File: src/fppd_pkg.sv
`default_nettype none

package fppd_pkg;

  // Sequencer states of the shared multiplier datapath.
  typedef enum logic [3:0] {
    S_IDLE,
    S_ERRDT,
    S_PE,
    S_K,
    S_IC,
    S_SUM,
    S_DIV,
    S_QUO,
    S_FIN
  } state_t;

  // Item commands.
  typedef enum logic [1:0] {
    CMD_UPDATE  = 2'd0,
    CMD_PRIME   = 2'd1,
    CMD_DISABLE = 2'd2,
    CMD_POLL    = 2'd3
  } cmd_t;

  // Configuration register indexes.
  localparam logic [2:0] REG_THRESHOLD_SPEED = 3'd0;
  localparam logic [2:0] REG_TARGET_HIGH     = 3'd1;
  localparam logic [2:0] REG_TARGET_LOW      = 3'd2;
  localparam logic [2:0] REG_GAIN_PROP       = 3'd3;
  localparam logic [2:0] REG_GAIN_INTEG      = 3'd4;
  localparam logic [2:0] REG_PRIME_LENGTH    = 3'd5;

  // Shared multiplier operand and product widths.
  localparam int MUL_A_W = 28;
  localparam int MUL_B_W = 24;
  localparam int MUL_P_W = MUL_A_W + MUL_B_W;

  // Controller output accumulator width (covers both gain terms).
  localparam int OUT_W = 38;

  // Integrator clamp, at the width of the pre-clamp sum and of the store.
  localparam logic signed [28:0] INTEG_HI_SUM = 29'sd320000;
  localparam logic signed [28:0] INTEG_LO_SUM = -29'sd320000;
  localparam logic signed [19:0] INTEG_HI     = 20'sd320000;
  localparam logic signed [19:0] INTEG_LO     = -20'sd320000;

  // Output level at which the duty saturates (255 * 16000).
  localparam logic signed [OUT_W-1:0] OUT_FULL = 38'sd4080000;

  // Error scale on the proportional term.
  localparam logic signed [MUL_B_W-1:0] ERR_SCALE = 24'sd1000;

  // Divide by 16000 as a multiply by ceil(2^36 / 16000) and a shift by 36.
  // Exact for every dividend below 2^22.
  localparam logic signed [MUL_B_W-1:0] DIV_RECIP = 24'sd4294968;
  localparam int DIV_SHIFT = 36;

  localparam logic [7:0] DUTY_MAX = 8'd255;

endpackage

`default_nettype wire

File: src/fuel_pressure_pi_pump_drive_unit.sv
// Fuel pump pressure PI regulator with conditional integration and 8-bit PWM duty.
// An update item steps through the states ERRDT, PE, K, IC, SUM, DIV and QUO to FIN;
// prime, disable and poll act at accept and go straight to FIN. In FIN the result is
// loaded once the output register is free, and only then does the block return to IDLE
// and take the next item. The update sequence uses the single shared 28x24 multiplier
// five times, in ERRDT, PE, K, IC and DIV. Reset (rst_n, synchronous, active low)
// clears the configuration registers, the sequencer and controller state and the output.
`default_nettype none

module fuel_pressure_pi_pump_drive_unit (
  input  wire logic        clk,
  input  wire logic        rst_n,
  // Configuration write port
  input  wire logic        cfg_wr_en,
  input  wire logic [2:0]  cfg_index,
  input  wire logic [15:0] cfg_wdata,
  // Input channel
  input  wire logic        in_valid,
  output logic             in_stall,
  input  wire logic [1:0]  in_command,
  input  wire logic [7:0]  in_pressure,
  input  wire logic [15:0] in_engine_speed,
  input  wire logic [31:0] in_now_ms,
  // Result channel
  output logic             out_valid,
  input  wire logic        out_stall,
  output logic [7:0]       out_pwm_duty,
  output logic             out_prime_active
);

  // Configuration registers.
  logic [15:0] threshold_speed_r;
  logic [9:0]  target_high_r;
  logic [9:0]  target_low_r;
  logic [14:0] gain_prop_r;
  logic [14:0] gain_integ_r;
  logic [15:0] prime_length_r;

  // Controller state.
  logic signed [19:0] integ_r;
  logic [31:0]        last_time_r;
  logic               prime_r;
  logic [31:0]        deadline_r;
  logic [7:0]         duty_r;

  // Sequencer and working registers.
  fppd_pkg::state_t state_r, state_nxt;
  logic signed [10:0]                  err_r;
  logic [15:0]                         dt_r;
  logic signed [19:0]                  cand_r;
  logic signed [fppd_pkg::OUT_W-1:0]   acc_r;
  logic signed [fppd_pkg::OUT_W-1:0]   out_r;
  logic signed [fppd_pkg::MUL_P_W-1:0] prod_r;

  // Output register.
  logic       out_valid_r;
  logic [7:0] out_duty_r;
  logic       out_prime_r;

  // Combinational signals.
  logic                                in_fire;
  logic                                out_free;
  logic [9:0]                          target;
  logic [15:0]                         dt_raw;
  logic signed [fppd_pkg::MUL_A_W-1:0] mul_a;
  logic signed [fppd_pkg::MUL_B_W-1:0] mul_b;
  logic signed [fppd_pkg::MUL_P_W-1:0] mul_p;
  logic signed [28:0]                  integ_sum;
  logic signed [19:0]                  cand_clamped;
  logic signed [fppd_pkg::OUT_W-1:0]   out_sum;
  logic                                err_neg;
  logic                                err_pos;
  logic                                sat_low;
  logic                                sat_high;
  logic                                out_le_zero;
  logic                                out_ge_full;

  assign in_fire  = in_valid && !in_stall;
  assign out_free = !out_valid_r || !out_stall;

  assign out_valid        = out_valid_r;
  assign out_pwm_duty     = out_duty_r;
  assign out_prime_active = out_prime_r;

  // Configuration writes; indexes beyond the list are ignored.
  always_ff @(posedge clk) begin
    if (!rst_n) begin
      threshold_speed_r <= '0;
      target_high_r     <= '0;
      target_low_r      <= '0;
      gain_prop_r       <= '0;
      gain_integ_r      <= '0;
      prime_length_r    <= '0;
    end else if (cfg_wr_en) begin
      case (cfg_index)
        fppd_pkg::REG_THRESHOLD_SPEED: threshold_speed_r <= cfg_wdata;
        fppd_pkg::REG_TARGET_HIGH:     target_high_r     <= cfg_wdata[9:0];
        fppd_pkg::REG_TARGET_LOW:      target_low_r      <= cfg_wdata[9:0];
        fppd_pkg::REG_GAIN_PROP:       gain_prop_r       <= cfg_wdata[14:0];
        fppd_pkg::REG_GAIN_INTEG:      gain_integ_r      <= cfg_wdata[14:0];
        fppd_pkg::REG_PRIME_LENGTH:    prime_length_r    <= cfg_wdata;
        default: ;
      endcase
    end
  end

  // Target selection and elapsed time at accept.
  assign target = (in_engine_speed >= threshold_speed_r) ? target_high_r : target_low_r;
  assign dt_raw = 16'(in_now_ms - last_time_r);

  // Integrator candidate: add the error-time product and clamp.
  assign integ_sum = {{9{integ_r[19]}}, integ_r} + prod_r[28:0];
  always_comb begin
    if (integ_sum > fppd_pkg::INTEG_HI_SUM) begin
      cand_clamped = fppd_pkg::INTEG_HI;
    end else if (integ_sum < fppd_pkg::INTEG_LO_SUM) begin
      cand_clamped = fppd_pkg::INTEG_LO;
    end else begin
      cand_clamped = integ_sum[19:0];
    end
  end

  // Controller output and the anti-windup decision.
  assign out_sum  = acc_r + prod_r[fppd_pkg::OUT_W-1:0];
  assign err_neg  = err_r[10];
  assign err_pos  = !err_r[10] && (err_r != 11'sd0);
  assign sat_low  = (out_sum[fppd_pkg::OUT_W-1] || (out_sum == '0)) && err_neg;
  assign sat_high = (out_sum >= fppd_pkg::OUT_FULL) && err_pos;

  // Duty range checks on the registered output.
  assign out_le_zero = out_r[fppd_pkg::OUT_W-1] || (out_r == '0);
  assign out_ge_full = out_r >= fppd_pkg::OUT_FULL;

  // Shared multiplier.
  assign mul_p = mul_a * mul_b;

  // Next-state logic.
  always_comb begin
    state_nxt = state_r;
    case (state_r)
      fppd_pkg::S_IDLE: begin
        if (in_valid) begin
          if (fppd_pkg::cmd_t'(in_command) == fppd_pkg::CMD_UPDATE) begin
            state_nxt = fppd_pkg::S_ERRDT;
          end else begin
            state_nxt = fppd_pkg::S_FIN;
          end
        end
      end
      fppd_pkg::S_ERRDT: state_nxt = fppd_pkg::S_PE;
      fppd_pkg::S_PE:    state_nxt = fppd_pkg::S_K;
      fppd_pkg::S_K:     state_nxt = fppd_pkg::S_IC;
      fppd_pkg::S_IC:    state_nxt = fppd_pkg::S_SUM;
      fppd_pkg::S_SUM:   state_nxt = fppd_pkg::S_DIV;
      fppd_pkg::S_DIV:   state_nxt = fppd_pkg::S_QUO;
      fppd_pkg::S_QUO:   state_nxt = fppd_pkg::S_FIN;
      fppd_pkg::S_FIN: begin
        if (out_free) begin
          state_nxt = fppd_pkg::S_IDLE;
        end
      end
      default: state_nxt = fppd_pkg::S_IDLE;
    endcase
  end

  // Outputs of the sequencer: handshake and multiplier operand selection.
  always_comb begin
    in_stall = (state_r != fppd_pkg::S_IDLE);
    mul_a    = '0;
    mul_b    = '0;
    case (state_r)
      fppd_pkg::S_ERRDT: begin
        mul_a = {{17{err_r[10]}}, err_r};
        mul_b = {8'd0, dt_r};
      end
      fppd_pkg::S_PE: begin
        mul_a = {{17{err_r[10]}}, err_r};
        mul_b = {9'd0, gain_prop_r};
      end
      fppd_pkg::S_K: begin
        mul_a = prod_r[fppd_pkg::MUL_A_W-1:0];
        mul_b = fppd_pkg::ERR_SCALE;
      end
      fppd_pkg::S_IC: begin
        mul_a = {{8{cand_r[19]}}, cand_r};
        mul_b = {9'd0, gain_integ_r};
      end
      fppd_pkg::S_DIV: begin
        mul_a = {6'd0, out_r[21:0]};
        mul_b = fppd_pkg::DIV_RECIP;
      end
      default: ;
    endcase
  end

  // Sequencer state register.
  always_ff @(posedge clk) begin
    if (!rst_n) begin
      state_r <= fppd_pkg::S_IDLE;
    end else begin
      state_r <= state_nxt;
    end
  end

  // Controller state: immediate commands act at accept, updates at their steps.
  always_ff @(posedge clk) begin
    if (!rst_n) begin
      integ_r     <= '0;
      last_time_r <= '0;
      prime_r     <= 1'b0;
      deadline_r  <= '0;
      duty_r      <= '0;
    end else if (in_fire) begin
      case (fppd_pkg::cmd_t'(in_command))
        fppd_pkg::CMD_UPDATE: begin
          last_time_r <= in_now_ms;
        end
        fppd_pkg::CMD_PRIME: begin
          prime_r    <= 1'b1;
          deadline_r <= in_now_ms + {16'd0, prime_length_r};
          duty_r     <= fppd_pkg::DUTY_MAX;
        end
        fppd_pkg::CMD_DISABLE: begin
          prime_r <= 1'b0;
          integ_r <= '0;
          duty_r  <= '0;
        end
        fppd_pkg::CMD_POLL: begin
          if (prime_r && (in_now_ms >= deadline_r)) begin
            prime_r <= 1'b0;
            duty_r  <= '0;
          end
        end
        default: ;
      endcase
    end else if (state_r == fppd_pkg::S_SUM) begin
      if (!sat_low && !sat_high) begin
        integ_r <= cand_r;
      end
    end else if (state_r == fppd_pkg::S_QUO) begin
      if (out_le_zero) begin
        duty_r <= '0;
      end else if (out_ge_full) begin
        duty_r <= fppd_pkg::DUTY_MAX;
      end else begin
        duty_r <= prod_r[fppd_pkg::DIV_SHIFT+7:fppd_pkg::DIV_SHIFT];
      end
    end
  end

  // Working registers of the update sequence.
  always_ff @(posedge clk) begin
    if (in_fire) begin
      err_r <= $signed({1'b0, target}) - $signed({3'd0, in_pressure});
      dt_r  <= (dt_raw == 16'd0) ? 16'd1 : dt_raw;
    end
    case (state_r)
      fppd_pkg::S_PE:  cand_r <= cand_clamped;
      fppd_pkg::S_IC:  acc_r  <= prod_r[fppd_pkg::OUT_W-1:0];
      fppd_pkg::S_SUM: out_r  <= out_sum;
      default: ;
    endcase
    prod_r <= mul_p;
  end

  // Output register: loads when the previous result has been taken.
  always_ff @(posedge clk) begin
    if (!rst_n) begin
      out_valid_r <= 1'b0;
      out_duty_r  <= '0;
      out_prime_r <= 1'b0;
    end else begin
      if ((state_r == fppd_pkg::S_FIN) && out_free) begin
        out_valid_r <= 1'b1;
        out_duty_r  <= duty_r;
        out_prime_r <= prime_r;
      end else if (out_valid_r && !out_stall) begin
        out_valid_r <= 1'b0;
      end
    end
  end

  // The integrator never leaves its clamp range.
  a_integ_range: assert property (@(posedge clk) disable iff (!rst_n)
    (integ_r <= fppd_pkg::INTEG_HI) && (integ_r >= fppd_pkg::INTEG_LO))
    else $error("integrator outside clamp range");

  // Start priming forces full duty and sets the flag.
  a_prime_start: assert property (@(posedge clk) disable iff (!rst_n)
    in_fire && (in_command == fppd_pkg::CMD_PRIME) |=> prime_r && (duty_r == fppd_pkg::DUTY_MAX))
    else $error("priming start not applied");

  // Disable clears the controller.
  a_disable: assert property (@(posedge clk) disable iff (!rst_n)
    in_fire && (in_command == fppd_pkg::CMD_DISABLE)
    |=> !prime_r && (integ_r == 20'sd0) && (duty_r == 8'd0))
    else $error("disable did not clear state");

  // An accepted item always leaves the idle state.
  a_busy_after_accept: assert property (@(posedge clk) disable iff (!rst_n)
    in_fire |=> (state_r != fppd_pkg::S_IDLE))
    else $error("accepted item not processed");

  // A result is only loaded from the final state.
  a_result_source: assert property (@(posedge clk) disable iff (!rst_n)
    $rose(out_valid_r) |-> ($past(state_r) == fppd_pkg::S_FIN))
    else $error("result loaded outside the final state");

endmodule

`default_nettype wire

File: config.mk
export PLATFORM = sky130hd
export DESIGN_NAME = fuel_pressure_pi_pump_drive_unit
export DESIGN_NICKNAME = d
export VERILOG_FILES = /design/src/fppd_pkg.sv /design/src/fuel_pressure_pi_pump_drive_unit.sv
export SDC_FILE = /design/constraint.sdc
export NUM_CORES = 2
export LEC_CHECK = 0
export BUFFER_PORTS_ARGS = -buffer_cell sky130_fd_sc_hd__buf_2
export CORE_MARGIN = 4
export CORE_UTILIZATION = 55
export DETAILED_ROUTE_END_ITERATION = 6
export PLACE_DENSITY_LB_ADDON = 0.2
export SLEW_MARGIN = 20
export SYNTH_ARGS = -nofsm -noshare
export SYNTH_HDL_FRONTEND = slang
export SYNTH_SLANG_ARGS = --single-unit
File: constraint.sdc
create_clock -name clk -period 21.7 [get_ports clk]
set_input_delay 2.17 -clock clk [delete_from_list [all_inputs] [get_ports clk]]
set_output_delay 2.17 -clock clk [all_outputs]
set_load 0.01 [all_outputs]
==> flow_metrics.env <==
export IMPL_clk_pin_slew_ns=0.06
export IMPL_grt_pass1_wl_um=163000
export IMPL_synth_top_area_frac=0.256
export IMPL_max_stage_delay_ns=0.90
export IMPL_finalClockSkew_ns=0.0273
export IMPL_postCtsSetupRepairBufs=0
export IMPL_ys_seq_elements=340
export IMPL_cts_resized=0
export IMPL_dpl_hpwl_um=83600
export IMPL_worstPathArrival_ns=10.89
export IMPL_max_freq_mhz=95.9
export IMPL_tns_ns=0
export IMPL_power_density_nw_per_um2=42.5
export IMPL_crit_path_end_kind="register"
export IMPL_io_pins=93
export IMPL_row_count=94
export IMPL_fin_crit_sh=0.481
export IMPL_tightest_slew_ns=1.02
export IMPL_syn_inst=4233
export IMPL_htree_levels=2
export IMPL_final_max_slew_violation_count=0
export IMPL_cts_buffers=41
export IMPL_finalWorstSetupSlack_ns=11.27
export IMPL_critical_path_depth=30
export IMPL_place_congestion=0.968
export IMPL_clockBufferDepth=3
export IMPL_critical_path_class="register to register"
export IMPL_pre_cts_slack_ns=11.38
export IMPL_outcome="completed"
export IMPL_drt_total_wl_um=103000
export IMPL_synth_distinct_cells=93
export IMPL_worst_slew_margin_rel=0.313
export IMPL_syn_area_um2=37000
export IMPL_synth_commonest_cells="inv_1, nand2_1, fa_1"
export IMPL_p_seq_frac=0.426
export IMPL_p_sw_frac=0.304
export IMPL_yosys_area_top_type="fa_1"
export IMPL_ys_seq_area_frac=0.217
export IMPL_clock_power_share=0.393
export IMPL_die_h_um=267
export IMPL_fin_crit_ns=10.43
export IMPL_die_area_um2=71400
export IMPL_cts_hold_buffers=0
export IMPL_vias=28926
export IMPL_p_int_w=0.00117
export IMPL_clock_sinks=340
export IMPL_slowest_stage="nor4b_1"
export IMPL_finalSetupViolations=0
export IMPL_antenna_found_initial=4
export IMPL_synthArstFlopShare=0
export IMPL_port_buffers=92
export IMPL_p_comb_frac=0.181
export IMPL_ant_nets=0
export IMPL_switching_power_w=0.000510
export IMPL_root_buffer="clkbuf_16"
export IMPL_final_hold_violation_count=0
export IMPL_grt_max_degree=87
export IMPL_cts_tree="done"
export IMPL_grt_util_all_layers=0.294
export IMPL_synth_most_common_cell="inv_1"
export IMPL_rsz0062_at_grt="no"
export IMPL_start_util=0.558
export IMPL_whs_path_depth=0
export IMPL_crit_fanout=19
export IMPL_num_nets_final=5126
export IMPL_core_um2=66200
export IMPL_area_growth_pct=6.79
export IMPL_cp_common_cell="fa_1"
export IMPL_drv_cap=0
export IMPL_synth_edff_count=123
export IMPL_ir_drop_uv=57.2
export IMPL_dieWidth_um=267
export IMPL_synth_warnings=0
export IMPL_netlist_top_cells_area="fa_1, dfxtp_1, ha_1"
export IMPL_avgSynthCellArea_um2=8.73
export IMPL_worst_path_buf_inv=5
export IMPL_required_ns=22.16
export IMPL_cellLeakagePower_nw=18.7
export IMPL_clk_latency_ns=0.58
export IMPL_viasPerCell=5.62
export IMPL_startpoint_type="register"
export IMPL_grt_pass1_vias=29435
export IMPL_crit_family="adder cells"
export IMPL_drtIter0Drc=2220
export IMPL_grt_overflow_total=0
export IMPL_wl_per_cell_um=20.0
export IMPL_holdCritPathClass="register to register"
export IMPL_synth_main_ff_cell="dfxtp_1"
export IMPL_final_util=0.596
export IMPL_drc=0
export IMPL_dr_pass1_iters=6
export IMPL_drive_above_1_share=0.0589
export IMPL_rr_worst_depth=30
==> cell type report <==
type | instances | area (um2)
Clock buffer | 50 | 1080
Timing Repair Buffer | 121 | 678
Inverter | 794 | 2980
Multi-Input combinational cell | 2949 | 25400
Clock inverter | 26 | 199
Tap cell | 864 | 1080
Antenna cell | 2 | 5.00
Sequential cell | 340 | 8040
Fill cell | 6001 | 26700
==> placed cells by master, fill, tap and decap left out, types with 29 or more instances in the layout <==
cell / instances
nor3_1: 29
buf_2: 92
xor2_1: 48
buf_4: 29
xnor2_1: 110
nand2b_1: 44
inv_1: 793
edfxtp_1: 123
nand3_1: 49
dfxtp_1: 217
nand4_1: 35
clkbuf_16: 41
ha_1: 325
nor2_1: 369
fa_1: 472
nand2_1: 576
o21ai_0: 76
a211oi_1: 31
a21o_1: 91
mux2i_1: 38
and3_1: 35
a21oi_1: 253
==> worst paths after layout <==
path	startpoint	end	slack, ns
min	prod_r[30]	acc_r[30]	0.44
max	state_r[1]	prod_r[42]	11.27
max reg2reg	state_r[1]	prod_r[42]	11.27
min reg2reg	prod_r[30]	acc_r[30]	0.44
==> kinds of logic after synthesis <==
logic type | synth area share
AO/OA/AOI/OAI | 0.115
XOR/XNOR | 0.0374
adder cells (fa/ha/maj) | 0.366
buffers and inverters | 0.0971
flip-flops | 0.217
multiplexers | 0.0133
other | 0.000101
AND/OR/NAND/NOR | 0.154
==> stage by stage <==
step                cells  cell area (um2)  total power, W  hold WS, ns
floorplan            4237            37000        0.000927        0.412
global placement     5068            38200         0.00102        0.426
detailed placement   5068            38200         0.00103        0.432
CTS                  5144            39500         0.00169        0.446
global route         5146            39500         0.00175        0.457
finish               5146            39500         0.00168        0.443
==> flip-flops by register name, summed over array words and instances, names as in the netlist, 4 cells and up <==
signal             flops
last_time_r           16
gain_integ_r          15
prod_r                44
integ_r               20
threshold_speed_r     16
out_pwm_duty           8
state_r                4
gain_prop_r           15
duty_r                 8
target_high_r         10
cand_r                20
acc_r                 38
target_low_r          10
dt_r                  16
prime_length_r        16
out_r                 38
err_r                 11
deadline_r            32
==> power groups by stage <==
stage | Clock (W) | Sequential, W | Combinational [W]
2_1_floorplan | 0 | 0.000713 | 0.000214
3_3_place_gp | 0 | 0.000728 | 0.000297
3_5_place_dp | 0 | 0.000728 | 0.000300
4_1_cts | 0.000672 | 0.000714 | 0.000302
5_1_grt | 0.000696 | 0.000716 | 0.000338
6_report | 0.000660 | 0.000715 | 0.000304
==> metal layers <==
metal,track usage,up-vias,share of wire
met4,0.120,0,0.048
met5,0,-,0
li1,-,13606,-
met1,0.386,14045,0.41
met3,0.0529,256,0.076
met2,0.484,1019,0.46
Note: power is estimated with default switching activity, not from simulation.
